**src/button_gesture_classifier_macros.svh**
```systemverilog
// ---------------------------------------------------------------------------
// button gesture classifier assertion macros
// shared concurrent assertion forms, clocked on clk and disabled in reset
// ---------------------------------------------------------------------------
`ifndef BUTTON_GESTURE_CLASSIFIER_MACROS_SVH
`define BUTTON_GESTURE_CLASSIFIER_MACROS_SVH

// same-cycle implication
`define BGC_ASSERT_IMP(lbl, ante, cons, msg) \
	lbl: assert property (@(posedge clk) disable iff (!arst_n) (ante) |-> (cons)) \
		else $error(msg);

// next-cycle implication
`define BGC_ASSERT_NXT(lbl, ante, cons, msg) \
	lbl: assert property (@(posedge clk) disable iff (!arst_n) (ante) |=> (cons)) \
		else $error(msg);

`endif

```
**src/bgc_pkg.sv**
```systemverilog
// ---------------------------------------------------------------------------
// bgc_pkg
// types, codes and reset values of the button gesture classifier
// ---------------------------------------------------------------------------
`default_nettype none

package bgc_pkg;

	localparam int COUNT_WIDTH_DEF = 16;
	localparam int CFG_WIDTH       = 16;
	localparam int APB_DATA_WIDTH  = 32;
	localparam int APB_ADDR_WIDTH  = 4;

	typedef logic [1:0]           gesture_t;
	typedef logic [1:0]           reg_idx_t;
	typedef logic [CFG_WIDTH-1:0] cfg_t;

	localparam gesture_t EV_NONE   = 2'd0;
	localparam gesture_t EV_SHORT  = 2'd1;
	localparam gesture_t EV_DOUBLE = 2'd2;
	localparam gesture_t EV_LONG   = 2'd3;

	localparam reg_idx_t REG_LONG     = 2'd0;
	localparam reg_idx_t REG_DEBOUNCE = 2'd1;
	localparam reg_idx_t REG_GAP      = 2'd2;

	localparam cfg_t LONG_RST     = 16'd1000;
	localparam cfg_t DEBOUNCE_RST = 16'd50;
	localparam cfg_t GAP_RST      = 16'd300;

endpackage

`default_nettype wire

```
**src/button_gesture_classifier.sv**
```systemverilog
// a result is registered at its tick transfer; the skid entry takes it while an untaken result is shown
// throughput: one tick per cycle while the skid entry is empty; press and gap counters update in one pass
// a two-entry output stage (result register plus skid) keeps input open
// while one result waits
// reset: async active low; idle, counters zero, nothing pending, thresholds
// back to 1000 / 50 / 300 ticks
// ---------------------------------------------------------------------------
// button_gesture_classifier
// classifies press / release ticks into short, double and long presses
// ---------------------------------------------------------------------------
`default_nettype none
`include "button_gesture_classifier_macros.svh"

module button_gesture_classifier #(
	parameter int COUNT_WIDTH = bgc_pkg::COUNT_WIDTH_DEF
) (
	input  wire logic                                clk,
	input  wire logic                                arst_n,
	input  wire logic                                psel,
	input  wire logic                                penable,
	input  wire logic                                pwrite,
	input  wire logic [bgc_pkg::APB_ADDR_WIDTH-1:0]  paddr,
	input  wire logic [bgc_pkg::APB_DATA_WIDTH-1:0]  pwdata,
	output logic      [bgc_pkg::APB_DATA_WIDTH-1:0]  prdata,
	output logic                                     pready,
	input  wire logic                                in_valid,
	output logic                                     in_ready,
	input  wire logic                                button_held,
	output logic                                     out_valid,
	input  wire logic                                out_ready,
	output bgc_pkg::gesture_t                        gesture
);
	import bgc_pkg::*;

	localparam int CMP_W = (COUNT_WIDTH > CFG_WIDTH) ? COUNT_WIDTH : CFG_WIDTH;
	localparam logic PH_IDLE    = 1'b0;
	localparam logic PH_PRESSED = 1'b1;

	typedef logic [COUNT_WIDTH-1:0] cnt_t;

	function automatic cnt_t sat_inc(input cnt_t v);
		return (v == {COUNT_WIDTH{1'b1}}) ? v : v + cnt_t'(1);
	endfunction

	cfg_t long_q, debounce_q, gap_thr_q;
	logic phase_q, pending_q;
	cnt_t hold_q, gap_q;
	logic out_valid_q, skid_valid_q;
	gesture_t out_gesture_q, skid_gesture_q;

	logic     phase_d, pending_d;
	cnt_t     hold_d, gap_d, gap_inc;
	gesture_t ev;
	logic     in_xfer, out_xfer, cfg_wr;
	reg_idx_t cfg_idx;

	assign pready   = 1'b1;
	assign cfg_idx  = paddr[3:2];
	assign cfg_wr   = psel && penable && pwrite && pready;
	assign in_ready = !skid_valid_q;
	assign in_xfer  = in_valid && in_ready;
	assign out_xfer = out_valid_q && out_ready;
	assign out_valid = out_valid_q;
	assign gesture   = out_gesture_q;

	always_comb begin
		unique case (cfg_idx)
			REG_LONG:     prdata = APB_DATA_WIDTH'(long_q);
			REG_DEBOUNCE: prdata = APB_DATA_WIDTH'(debounce_q);
			REG_GAP:      prdata = APB_DATA_WIDTH'(gap_thr_q);
			default:      prdata = '0;
		endcase
	end

	always_ff @(posedge clk or negedge arst_n) begin
		if (!arst_n) begin
			long_q     <= LONG_RST;
			debounce_q <= DEBOUNCE_RST;
			gap_thr_q  <= GAP_RST;
		end else if (cfg_wr) begin
			unique case (cfg_idx)
				REG_LONG:     long_q     <= pwdata[CFG_WIDTH-1:0];
				REG_DEBOUNCE: debounce_q <= pwdata[CFG_WIDTH-1:0];
				REG_GAP:      gap_thr_q  <= pwdata[CFG_WIDTH-1:0];
				default:      ;
			endcase
		end
	end

	// one tick of the classifier
	always_comb begin
		gap_inc   = pending_q ? sat_inc(gap_q) : gap_q;
		phase_d   = phase_q;
		pending_d = pending_q;
		hold_d    = hold_q;
		gap_d     = gap_inc;
		ev        = EV_NONE;
		if (button_held) begin
			phase_d = PH_PRESSED;
			hold_d  = (phase_q == PH_IDLE) ? cnt_t'(1) : sat_inc(hold_q);
		end else if (phase_q == PH_PRESSED) begin
			phase_d = PH_IDLE;
			hold_d  = '0;
			if (CMP_W'(hold_q) >= CMP_W'(long_q)) begin
				ev        = EV_LONG;
				pending_d = 1'b0;
				gap_d     = '0;
			end else if (CMP_W'(hold_q) < CMP_W'(debounce_q)) begin
				gap_d = gap_inc;
			end else if (!pending_q) begin
				pending_d = 1'b1;
				gap_d     = '0;
			end else if (CMP_W'(gap_inc) <= CMP_W'(gap_thr_q)) begin
				ev        = EV_DOUBLE;
				pending_d = 1'b0;
				gap_d     = '0;
			end else begin
				gap_d = '0;
			end
		end else if (pending_q && (CMP_W'(gap_inc) > CMP_W'(gap_thr_q))) begin
			ev        = EV_SHORT;
			pending_d = 1'b0;
			gap_d     = '0;
		end
	end

	always_ff @(posedge clk or negedge arst_n) begin
		if (!arst_n) begin
			phase_q   <= PH_IDLE;
			pending_q <= 1'b0;
			hold_q    <= '0;
			gap_q     <= '0;
		end else if (in_xfer) begin
			phase_q   <= phase_d;
			pending_q <= pending_d;
			hold_q    <= hold_d;
			gap_q     <= gap_d;
		end
	end

	// result register with skid entry
	always_ff @(posedge clk or negedge arst_n) begin
		if (!arst_n) begin
			out_valid_q  <= 1'b0;
			skid_valid_q <= 1'b0;
		end else if (skid_valid_q) begin
			if (out_xfer) begin
				skid_valid_q <= 1'b0;
			end
		end else if (in_xfer) begin
			if (out_valid_q && !out_xfer) begin
				skid_valid_q <= 1'b1;
			end
			out_valid_q <= 1'b1;
		end else if (out_xfer) begin
			out_valid_q <= 1'b0;
		end
	end

	always_ff @(posedge clk) begin
		if (skid_valid_q) begin
			if (out_xfer) begin
				out_gesture_q <= skid_gesture_q;
			end
		end else if (in_xfer) begin
			if (out_valid_q && !out_xfer) begin
				skid_gesture_q <= ev;
			end else begin
				out_gesture_q <= ev;
			end
		end
	end

	`BGC_ASSERT_IMP(a_skid_behind_out, skid_valid_q, out_valid_q,
		"skid entry valid without result register")
	`BGC_ASSERT_IMP(a_gap_idle_clear, !pending_q, gap_q == '0,
		"gap count nonzero with nothing pending")
	`BGC_ASSERT_IMP(a_hold_idle_clear, phase_q == PH_IDLE, hold_q == '0,
		"hold count nonzero while idle")
	`BGC_ASSERT_NXT(a_held_presses, in_xfer && button_held, phase_q == PH_PRESSED,
		"held tick did not leave the block pressed")

endmodule

`default_nettype wire

```
**config.mk**
```make
export PLATFORM = sky130hd
export DESIGN_NAME = button_gesture_classifier
export DESIGN_NICKNAME = d
export VERILOG_FILES = /design/src/bgc_pkg.sv /design/src/button_gesture_classifier.sv
export VERILOG_INCLUDE_DIRS = /design/src /design/src/src
export SDC_FILE = /design/constraint.sdc
export NUM_CORES = 1
export LEC_CHECK = 0
export ABC_CLOCK_PERIOD_IN_PS = 5910
export BUFFER_PORTS_ARGS = -buffer_cell sky130_fd_sc_hd__buf_2
export CAP_MARGIN = 5
export CORE_AREA = 2 2 141 143
export CTS_CLUSTER_SIZE = 16
export DETAILED_ROUTE_END_ITERATION = 7
export DIE_AREA = 0 0 143 145
export GPL_ROUTABILITY_DRIVEN = 1
export HOLD_SLACK_MARGIN = 0.1
export MAX_ROUTING_LAYER = met4
export PLACE_DENSITY = 0.59
export SLEW_MARGIN = 20
export SYNTH_ARGS = -nofsm -noshare
export SYNTH_HDL_FRONTEND = slang
export SYNTH_SLANG_ARGS = --single-unit
export TNS_END_PERCENT = 5
```
**constraint.sdc**
```tcl
create_clock -name clk -period 5.91 [get_ports clk]
set_clock_uncertainty 0.15 [all_clocks]
set_input_delay 0.8865 -clock clk [delete_from_list [all_inputs] [get_ports clk]]
set_output_delay 0.8865 -clock clk [all_outputs]
set_load 0.03 [all_outputs]
```
==> impl_results.html, run 1 <==
<table>
<tr><th>Metric</th><th>Value</th></tr>
<tr><th colspan="2">Global routing</th></tr>
<tr><td>First-pass GRT wire length</td><td>23,100 µm</td></tr>
<tr><td>Total Routing Usage GR</td><td>14.7%</td></tr>
<tr><td>Total gr overflow</td><td>0</td></tr>
<tr><td>Largest net degree at the start of global routing</td><td>55</td></tr>
<tr><td>Vias in the first global route</td><td>4,396</td></tr>
<tr><td>Number of antenna violations at the first check in global routing</td><td>0</td></tr>
<tr><th colspan="2">Synth</th></tr>
<tr><td>Proportion of synthesized chip area in sequential cells</td><td>39.5%</td></tr>
<tr><td>Cell types occupying the most area after synthesis</td><td>dfrtp_1, ha_1, dfstp_2</td></tr>
<tr><td>#FFs+latches synth</td><td>88</td></tr>
<tr><td>Most common flop cell mapped by yosys</td><td>dfrtp_1</td></tr>
<tr><td>Most area-hungry cell type in the Yosys netlist</td><td>dfrtp_1</td></tr>
<tr><td>Synthesized instance count</td><td>612</td></tr>
<tr><td>Async S/R FF share, synth</td><td>95.5%</td></tr>
<tr><td>Yosys warning total</td><td>0</td></tr>
<tr><td>Area share of the largest cell type after synthesis</td><td>31.3%</td></tr>
<tr><td>Number of enable flip-flop cells after synthesis</td><td>4</td></tr>
<tr><td>Mean post-synth cell area</td><td>9.27 µm²</td></tr>
<tr><td>Post-Synthesis Cell Area</td><td>5670 µm²</td></tr>
<tr><td>Synth unique cells</td><td>63</td></tr>
<tr><th colspan="2">Floorplanning</th></tr>
<tr><td>Placeable core region</td><td>19,200 µm²</td></tr>
<tr><td>Initial Util</td><td>29.5%</td></tr>
<tr><td>Die Area</td><td>20,700 µm²</td></tr>
<tr><td>Placement row count</td><td>51</td></tr>
<tr><td>Top-level port count</td><td>81</td></tr>
<tr><td>Die Span X</td><td>143 µm</td></tr>
<tr><td>Die height</td><td>145 µm</td></tr>
<tr><th colspan="2">Critical path</th></tr>
<tr><td>Master of the slowest instance on the critical path</td><td>nor3_1</td></tr>
<tr><td>Most used cell, CP</td><td>nand4_1</td></tr>
<tr><td>Startpoint-to-endpoint class of the critical path</td><td>flip-flop to flip-flop</td></tr>
<tr><td>Critical Path Max Stage Delay</td><td>0.63 ns</td></tr>
<tr><td>Crit path cell chain</td><td>nand4_1 &gt; nor3_1 &gt; a31oi_2 &gt; nand4_1 &gt; xnor2_1 &gt; ha_1 &gt; a21oi_1 &gt; o21ai_0 &gt; a22oi_1 &gt; a31oi_1 &gt; nand3b_1 &gt; a311oi_1 &gt; mux2_2</td></tr>
<tr><td>Worst endpoint data arrival time</td><td>4.28 ns</td></tr>
<tr><td>Kind of launch point of the worst setup path</td><td>flip-flop</td></tr>
<tr><td>Maximum fanout count along the critical path</td><td>9</td></tr>
<tr><td>Capturing element type of the critical path</td><td>flip-flop</td></tr>
<tr><td>Required arrival time at the worst endpoint</td><td>5.98 ns</td></tr>
<tr><th colspan="2">Finish</th></tr>
<tr><td>Commonest non-fill, non-tap cells in the layout</td><td>nand2_1, dfrtp_1, inv_1</td></tr>
<tr><td>Share of cells above drive strength 1</td><td>17.7%</td></tr>
<tr><td>NumNets Final</td><td>742</td></tr>
<tr><td># diodes</td><td>0</td></tr>
<tr><td>Post-route cell area</td><td>6420 µm²</td></tr>
<tr><td>Most common cell after layout, fill and taps aside</td><td>nand2_1</td></tr>
<tr><td>Number of standard cells in the layout, taps in and fillers out</td><td>919</td></tr>
<tr><td>Area overhead of the layout relative to synthesis</td><td>13.3%</td></tr>
<tr><th colspan="2">Clocking</th></tr>
<tr><td>Number of H-tree levels</td><td>3</td></tr>
<tr><td>Deepest clock path buffer count</td><td>2</td></tr>
<tr><td>Register clock-pin slew on the reported worst setup and hold paths</td><td>0.07 ns</td></tr>
<tr><td>Root buf cell</td><td>clkbuf_16</td></tr>
<tr><td>Number of buffers added to fix hold violations after cts</td><td>0</td></tr>
<tr><td>TritonCTS clock tree</td><td>done</td></tr>
<tr><td>Number of CTS-inserted buffers</td><td>9</td></tr>
<tr><td>Clk_lat worst skew</td><td>0.35 ns</td></tr>
<tr><td># Post-CTS Setup Buffers</td><td>0</td></tr>
<tr><td>Total clock sinks</td><td>88</td></tr>
<tr><td>Total of cells resized after clock tree synthesis</td><td>0</td></tr>
<tr><th colspan="2">Power</th></tr>
<tr><td>LEAKAGE</td><td>2.99 nW</td></tr>
<tr><td>Part of the power in combinational logic</td><td>31.7%</td></tr>
<tr><td>Sequential share of power</td><td>38.6%</td></tr>
<tr><td>Internal Pwr Total</td><td>0.00146 W</td></tr>
<tr><td>Switch share</td><td>35.9%</td></tr>
<tr><td>Cell area power density</td><td>355 nW/µm²</td></tr>
<tr><td>Clock network fraction of design power</td><td>29.7%</td></tr>
<tr><td>Max IR drop VDD</td><td>0.000135 V</td></tr>
<tr><td>Net Switching</td><td>0.000819 W</td></tr>
<tr><th colspan="2">Routing</th></tr>
<tr><td>Detailed router's first-iteration violation count</td><td>258</td></tr>
<tr><td>Number of nets with antenna violations after routing</td><td>0</td></tr>
<tr><td>Average via count per standard cell</td><td>4.71</td></tr>
<tr><td>Drc violations</td><td>0</td></tr>
<tr><td>Number of search-and-repair iterations in the first detailed-routing pass</td><td>6</td></tr>
<tr><td>Via count</td><td>4,333</td></tr>
<tr><td>Total detailed-routing wirelength</td><td>13,900 µm</td></tr>
<tr><td>Routed wire per std cell</td><td>15.1 µm</td></tr>
<tr><th colspan="2">Placed design</th></tr>
<tr><td>RD Place Congestion</td><td>0.827</td></tr>
<tr><td>Final HPWL DP</td><td>10,300 µm</td></tr>
<tr><td>Port buffer count</td><td>45</td></tr>
<tr><td>Post-DP Area</td><td>6080 µm²</td></tr>
<tr><td>Setup WS pre-CTS</td><td>1.72 ns</td></tr>
<tr><td>Placed Cells incl. Taps</td><td>903</td></tr>
<tr><th colspan="2">STA</th></tr>
<tr><td>Time the worst path needs with I/O delays and setup</td><td>4.20 ns</td></tr>
<tr><td>Setup repair after global routing missed its margin</td><td>no</td></tr>
<tr><td>Fin crit share</td><td>71.1%</td></tr>
<tr><td>Smallest hold slack</td><td>0.323 ns</td></tr>
<tr><td>Setup-failing EPs final</td><td>0</td></tr>
<tr><td>Count of endpoints failing hold in the final timing report</td><td>0</td></tr>
<tr><td>Max-slew violation count</td><td>0</td></tr>
<tr><td>Relative slew slack</td><td>25.8%</td></tr>
<tr><td>Peak clock frequency supported by timing</td><td>238 MHz</td></tr>
<tr><td>Transition time of the tightest slew-check pin</td><td>1.11 ns</td></tr>
<tr><td>Setup total negative slack</td><td>0 ns</td></tr>
<tr><td>Worst setup slack after layout</td><td>1.71 ns</td></tr>
<tr><th colspan="2">Outcome</th></tr>
<tr><td>Status</td><td>completed</td></tr>
<tr><th colspan="2">Min path</th></tr>
<tr><td>Kind of path behind the tightest hold check</td><td>input port to asynchronous set/reset pin</td></tr>
<tr><th colspan="2">Flow run</th></tr>
<tr><td>Number of maximum-capacitance violations</td><td>0</td></tr>
</table>
[cell type report]
cell class                      instances  area, µm²
Timing Repair Buffer                   49        258
Clock buffer                           11        243
Tap cell                              265        332
Fill cell                            1975      12800
Sequential cell                        88       2240
Clock inverter                          5        104
Inverter                               59        221
Multi-Input combinational cell        442       3030
[per-layer routing]
layer / part of all wire (%) / global-route usage (%) / up-vias
li1: - / - / 2172
met1: 46 / 17.9 / 2093
met2: 50 / 24.3 / 51
met3: 2.3 / 2.64 / 17
met4: 1.9 / 4.85 / 0
met5: 0 / - / -
[state kept, by name, summed over array words and instances (netlist names)]
name and count:
pending_q 1, skid_gesture_q 2, phase_q 1, gap_q 16, long_q 16, debounce_q 16
hold_q 16, gap_thr_q 16, skid_valid_q 1, gesture 2, out_valid 1
[metrics by stage]
step / power (W) / utilization [%]
finish: 0.00228 / 33.4
global route: 0.00243 / 33.4
CTS: 0.00230 / 33.4
detailed placement: 0.00162 / 31.6
global placement: 0.00160 / 31.6
floorplan: 0.00143 / -
[worst max-delay path, delay by kind of cell, from the launching register on]
family	cells	cell delay, ns
compound gates	6	1.53
simple gates	4	1.24
flops	1	0.45
fa+ha+maj	1	0.29
mux	1	0.26
xor+xnor	1	0.17
[synthesized netlist by cell type, types with 4 or more instances]
| cell type | instances |
|---|---|
| nand4_1 | 21 |
| inv_1 | 59 |
| ha_1 | 49 |
| nor2_1 | 31 |
| xnor2_1 | 11 |
| nand3_1 | 16 |
| a22o_1 | 9 |
| dfrtp_1 | 71 |
| clkbuf_1 | 15 |
| a21oi_1 | 29 |
| buf_4 | 17 |
| xor2_1 | 12 |
| o22ai_1 | 4 |
| dfstp_2 | 13 |
| edfxtp_1 | 4 |
| nor3_1 | 9 |
| o21ai_0 | 56 |
| mux2_2 | 21 |
| mux2i_1 | 16 |
| nand2_1 | 84 |
[worst paths after layout]
kind	start	end	slack, ns	cells after the start
max in group asynchronous	arst_n	hold_q[2]	4.22	2
worst max-delay path	gap_q[7]	gesture[1]	1.71	13
min in group clk	debounce_q[4]	debounce_q[4]	0.38	2
worst min register to register	debounce_q[4]	debounce_q[4]	0.38	2
worst min-delay path	arst_n	gap_q[10]	0.32	1
worst max register to register	gap_q[7]	gesture[1]	1.71	13
[kinds of logic after synthesis]
group,synth area share [%]
compound gates,15.2
xor+xnor,3.55
fa+ha+maj,10.8
buf+inv,8.32
flops,39.5
mux,6.99
other cells,0.132
simple gates,15.6
[power by group through the flow]
stage	clock network [W]	registers [W]	logic [W]
after floorplan	0	0.000862	0.000571
after global placement	0	0.000883	0.000718
after detailed placement	0	0.000888	0.000728
after CTS	0.000692	0.000877	0.000732
after global routing	0.000719	0.000898	0.000815
final	0.000677	0.000879	0.000722
(Power assumes the default switching activity.)
==> run 2: changes to the inputs <==
--- a/config.mk
+++ b/config.mk
@@ -6,17 +6,18 @@
 export SDC_FILE = /design/constraint.sdc
 export NUM_CORES = 1
 export LEC_CHECK = 0
-export ABC_CLOCK_PERIOD_IN_PS = 5910
+export ABC_AREA = 1
+export ABC_CLOCK_PERIOD_IN_PS = 3610
 export BUFFER_PORTS_ARGS = -buffer_cell sky130_fd_sc_hd__buf_2
 export CAP_MARGIN = 5
-export CORE_AREA = 2 2 141 143
+export CORE_AREA = 2 2 145 147
 export CTS_CLUSTER_SIZE = 16
 export DETAILED_ROUTE_END_ITERATION = 7
-export DIE_AREA = 0 0 143 145
+export DIE_AREA = 0 0 147 149
 export GPL_ROUTABILITY_DRIVEN = 1
 export HOLD_SLACK_MARGIN = 0.1
 export MAX_ROUTING_LAYER = met4
-export PLACE_DENSITY = 0.59
+export PLACE_DENSITY = 0.6
 export SLEW_MARGIN = 20
 export SYNTH_ARGS = -nofsm -noshare
 export SYNTH_HDL_FRONTEND = slang
==> constraint.sdc (replaced) <==
create_clock -name clk -period 3.61 [get_ports clk]
set_clock_uncertainty 0.15 [all_clocks]
set_input_delay 0.5415 -clock clk [delete_from_list [all_inputs] [get_ports clk]]
set_output_delay 0.5415 -clock clk [all_outputs]
set_load 0.03 [all_outputs]
==> run 2 against run 1 <==
Compared with the run above:
- clock-buffer cell count down 1
- routed wire length is 7.6% higher
- largest power group unchanged
- combinational power decreased by 15%
- sequential cell count unchanged
==> impl_results.html, run 2 <==
<table>
<tr><th>Metric</th><th>Value</th></tr>
<tr><th colspan="2">Placed design</th></tr>
<tr><td>Setup WS pre-CTS</td><td>0.314 ns (was 1.72 ns)</td></tr>
<tr><td>Port buffer count</td><td>45 (unchanged)</td></tr>
<tr><td>RD Place Congestion</td><td>0.844 (was 0.827)</td></tr>
<tr><td>Final HPWL DP</td><td>11,200 µm (was 10,300 µm)</td></tr>
<tr><td>Placed Cells incl. Taps</td><td>1,112 (was 903)</td></tr>
<tr><th colspan="2">Synth</th></tr>
<tr><td>Mean post-synth cell area</td><td>7.39 µm² (was 9.27 µm²)</td></tr>
<tr><td>#FFs+latches synth</td><td>88 (unchanged)</td></tr>
<tr><td>Yosys warning total</td><td>0 (unchanged)</td></tr>
<tr><td>Post-Synthesis Cell Area</td><td>5990 µm² (was 5670 µm²)</td></tr>
<tr><td>Async S/R FF share, synth</td><td>95.5% (unchanged)</td></tr>
<tr><td>Area share of the largest cell type after synthesis</td><td>29.6% (was 31.3%)</td></tr>
<tr><td>Most common cell in the netlist</td><td>nand2_1 (unchanged)</td></tr>
<tr><td>Synthesized instance count</td><td>811 (was 612)</td></tr>
<tr><td>Most area-hungry cell type in the Yosys netlist</td><td>dfrtp_1 (unchanged)</td></tr>
<tr><td>Most common flop cell mapped by yosys</td><td>dfrtp_1 (unchanged)</td></tr>
<tr><td>Proportion of synthesized chip area in sequential cells</td><td>37.3% (was 39.5%)</td></tr>
<tr><td>Ranking of synthesized cells by instance count</td><td>nand2_1, inv_1, o21ai_0 (was nand2_1, dfrtp_1, inv_1)</td></tr>
<tr><td>Number of enable flip-flop cells after synthesis</td><td>4 (unchanged)</td></tr>
<tr><td>Synth unique cells</td><td>42 (was 63)</td></tr>
<tr><td>Cell types occupying the most area after synthesis</td><td>dfrtp_1, nand2_1, ha_1 (was dfrtp_1, ha_1, dfstp_2)</td></tr>
<tr><th colspan="2">Global routing</th></tr>
<tr><td>Largest net degree at the start of global routing</td><td>38 (was 55)</td></tr>
<tr><td>Number of antenna violations at the first check in global routing</td><td>0 (unchanged)</td></tr>
<tr><td>Total gr overflow</td><td>0 (unchanged)</td></tr>
<tr><td>First-pass GRT wire length</td><td>25,300 µm (was 23,100 µm)</td></tr>
<tr><td>Total Routing Usage GR</td><td>15.0% (was 14.7%)</td></tr>
<tr><td>Vias in the first global route</td><td>5,007 (was 4,396)</td></tr>
<tr><th colspan="2">Finish</th></tr>
<tr><td>NumNets Final</td><td>942 (was 742)</td></tr>
<tr><td>Area overhead of the layout relative to synthesis</td><td>12.8% (was 13.3%)</td></tr>
<tr><td># diodes</td><td>0 (unchanged)</td></tr>
<tr><td>Utilization after layout</td><td>32.9% (was 33.4%)</td></tr>
<tr><td>Number of standard cells in the layout, taps in and fillers out</td><td>1,129 (was 919)</td></tr>
<tr><td>Most common cell after layout, fill and taps aside</td><td>nand2_1 (unchanged)</td></tr>
<tr><td>Commonest non-fill, non-tap cells in the layout</td><td>nand2_1, inv_1, o21ai_0 (was nand2_1, dfrtp_1, inv_1)</td></tr>
<tr><td>Share of cells above drive strength 1</td><td>11.8% (was 17.7%)</td></tr>
<tr><th colspan="2">Outcome</th></tr>
<tr><td>Status</td><td>completed (unchanged)</td></tr>
<tr><th colspan="2">Critical path</th></tr>
<tr><td>Worst endpoint data arrival time</td><td>3.14 ns (was 4.28 ns)</td></tr>
<tr><td>Maximum fanout count along the critical path</td><td>4 (was 9)</td></tr>
<tr><td>Startpoint-to-endpoint class of the critical path</td><td>flip-flop to flip-flop (unchanged)</td></tr>
<tr><td>Kind of launch point of the worst setup path</td><td>flip-flop (unchanged)</td></tr>
<tr><td>Capturing element type of the critical path</td><td>flip-flop (unchanged)</td></tr>
<tr><td>Required arrival time at the worst endpoint</td><td>3.56 ns (was 5.98 ns)</td></tr>
<tr><th colspan="2">STA</th></tr>
<tr><td>Max-slew violation count</td><td>0 (unchanged)</td></tr>
<tr><td>Fin crit share</td><td>88.2% (was 71.1%)</td></tr>
<tr><td>Relative slew slack</td><td>31.5% (was 25.8%)</td></tr>
<tr><td>Count of endpoints failing hold in the final timing report</td><td>0 (unchanged)</td></tr>
<tr><td>Worst setup slack after layout</td><td>0.425 ns (was 1.71 ns)</td></tr>
<tr><td>Time the worst path needs with I/O delays and setup</td><td>3.18 ns (was 4.20 ns)</td></tr>
<tr><td>Setup repair after global routing missed its margin</td><td>no (unchanged)</td></tr>
<tr><td>Setup total negative slack</td><td>0 ns (unchanged)</td></tr>
<tr><td>Setup-failing EPs final</td><td>0 (unchanged)</td></tr>
<tr><td>Peak clock frequency supported by timing</td><td>314 MHz (was 238 MHz)</td></tr>
<tr><td>Transition time of the tightest slew-check pin</td><td>1.02 ns (was 1.11 ns)</td></tr>
<tr><th colspan="2">Floorplanning</th></tr>
<tr><td>Initial Util</td><td>29.2% (was 29.5%)</td></tr>
<tr><td>Placeable core region</td><td>20,600 µm² (was 19,200 µm²)</td></tr>
<tr><td>Die Span X</td><td>147 µm (was 143 µm)</td></tr>
<tr><td>Die height</td><td>149 µm (was 145 µm)</td></tr>
<tr><td>Top-level port count</td><td>81 (unchanged)</td></tr>
<tr><td>Placement row count</td><td>53 (was 51)</td></tr>
<tr><td>Die Area</td><td>21,900 µm² (was 20,700 µm²)</td></tr>
<tr><th colspan="2">Routing</th></tr>
<tr><td>Drc violations</td><td>0 (unchanged)</td></tr>
<tr><td>Detailed router's first-iteration violation count</td><td>307 (was 258)</td></tr>
<tr><td>Number of search-and-repair iterations in the first detailed-routing pass</td><td>5 (was 6)</td></tr>
<tr><td>Top routing layer in use</td><td>met4 (unchanged)</td></tr>
<tr><td>Total detailed-routing wirelength</td><td>14,900 µm (was 13,900 µm)</td></tr>
<tr><td>Average via count per standard cell</td><td>4.57 (was 4.71)</td></tr>
<tr><td>Routed wl met3</td><td>552 µm (was 314 µm)</td></tr>
<tr><td>Via count</td><td>5,155 (was 4,333)</td></tr>
<tr><td>Number of nets with antenna violations after routing</td><td>0 (unchanged)</td></tr>
<tr><td>DR WL met2</td><td>6620 µm (was 6930 µm)</td></tr>
<tr><td>M1 wire length</td><td>7440 µm (was 6360 µm)</td></tr>
<tr><td>Routed wire per std cell</td><td>13.2 µm (was 15.1 µm)</td></tr>
<tr><th colspan="2">Min path</th></tr>
<tr><td>Kind of path behind the tightest hold check</td><td>input port to flip-flop (was input port to asynchronous set/reset pin)</td></tr>
<tr><th colspan="2">Power</th></tr>
<tr><td>Overall power after layout</td><td>0.00278 W (was 0.00228 W)</td></tr>
<tr><td>Cell area power density</td><td>411 nW/µm² (was 355 nW/µm²)</td></tr>
<tr><td>Max IR drop VDD</td><td>0.000419 V (was 0.000135 V)</td></tr>
<tr><td>LEAKAGE</td><td>3.49 nW (was 2.99 nW)</td></tr>
<tr><th colspan="2">Clocking</th></tr>
<tr><td>Number of CTS-inserted buffers</td><td>9 (unchanged)</td></tr>
<tr><td>Register clock-pin slew on the reported worst setup and hold paths</td><td>0.06 ns (was 0.07 ns)</td></tr>
<tr><td># Post-CTS Setup Buffers</td><td>0 (unchanged)</td></tr>
<tr><td>Total clock sinks</td><td>88 (unchanged)</td></tr>
<tr><td>Number of H-tree levels</td><td>3 (unchanged)</td></tr>
<tr><td>Root buf cell</td><td>clkbuf_16 (unchanged)</td></tr>
<tr><td>TritonCTS clock tree</td><td>done (unchanged)</td></tr>
<tr><td>Deepest clock path buffer count</td><td>2 (unchanged)</td></tr>
<tr><td>Clk_lat worst skew</td><td>0.36 ns (was 0.35 ns)</td></tr>
<tr><th colspan="2">Flow run</th></tr>
<tr><td>Number of maximum-capacitance violations</td><td>0 (unchanged)</td></tr>
</table>
run 2: kinds of logic (layout without fill, tap and decap cells):
group,count (synthesis),count (layout),share of synthesized area (%)
AO/OA/AOI/OAI,133,133,12.7
XOR/XNOR,16,16,2.46
adder cells (fa/ha/maj),49,49,10.2
buffers and inverters,164,192,11.6
flip-flops,88,88,37.3
other,2,17,0.125
AND/OR/NAND/NOR,359,359,25.5
run 2: repair_timing:
action | CTS | global route
endpoints found under the setup margin | 0 | 17
endpoints found under the hold margin | 34 | 0
hold buffers | 1 | 0
gates resized for setup | 0 | 5
run 2: layer usage:
metal | vias to the layer above | track usage (%)
met4 | 0 | 4.76
li1 | 2647 | -
met5 | - | -
met1 | 2383 | 19.4
met2 | 107 | 23.5
met3 | 18 | 3.46
run 2: stage by stage:
step | hold WS (ns) | cell area, µm²
2_1_floorplan | 0.0959 | 6050
3_3_place_gp | 0.315 | 6430
3_5_place_dp | 0.323 | 6430
4_1_cts | 0.290 | 6740
5_1_grt | 0.303 | 6760
6_report | 0.299 | 6760
run 2: power breakdown:
group	switching [W]	internal, W	total, W
Combinational	0.000410	0.000204	0.000614
Clock	0.000428	0.000541	0.000969
Sequential	0.0000695	0.00112	0.00119
run 2: final cells by class:
type	count	area, µm²
well taps	275	344
fillers	2236	13800
clock buffers	10	229
inverters	125	469
multi-input cells	574	3140
flip-flops and latches	88	2240
clock inverters	6	67.6
repair buffers	51	275
run 2: final timing paths:
kind	start	endpoint	slack, ns	cells after the start
max reg2reg	gap_q[0]	gesture[0]	0.43	19
min in group asynchronous	arst_n	gap_q[11]	0.56	2
min reg2reg	gap_thr_q[11]	gap_thr_q[11]	0.33	2
max	gap_q[0]	gesture[0]	0.43	19
max in group asynchronous	arst_n	long_q[3]	1.98	3
min	pwdata[4]	debounce_q[4]	0.30	3
run 2: critical path, stage by stage (launching register included):
cell and delay (ns):
dfrtp_1 0.44, inv_1 0.08, nor2_2 0.21, nand2_1 0.15
nor2_2 0.16, nand2_1 0.11, nor2_1 0.11, nand2_1 0.06
o21ai_1 0.18, inv_1 0.08, ha_1 0.29, nand2_1 0.07
nor2_1 0.15, nand2_1 0.08, nor2_1 0.09, nand3_1 0.10
nand3_1 0.12, nand2_1 0.11, nand3_1 0.13, o21ai_1 0.08
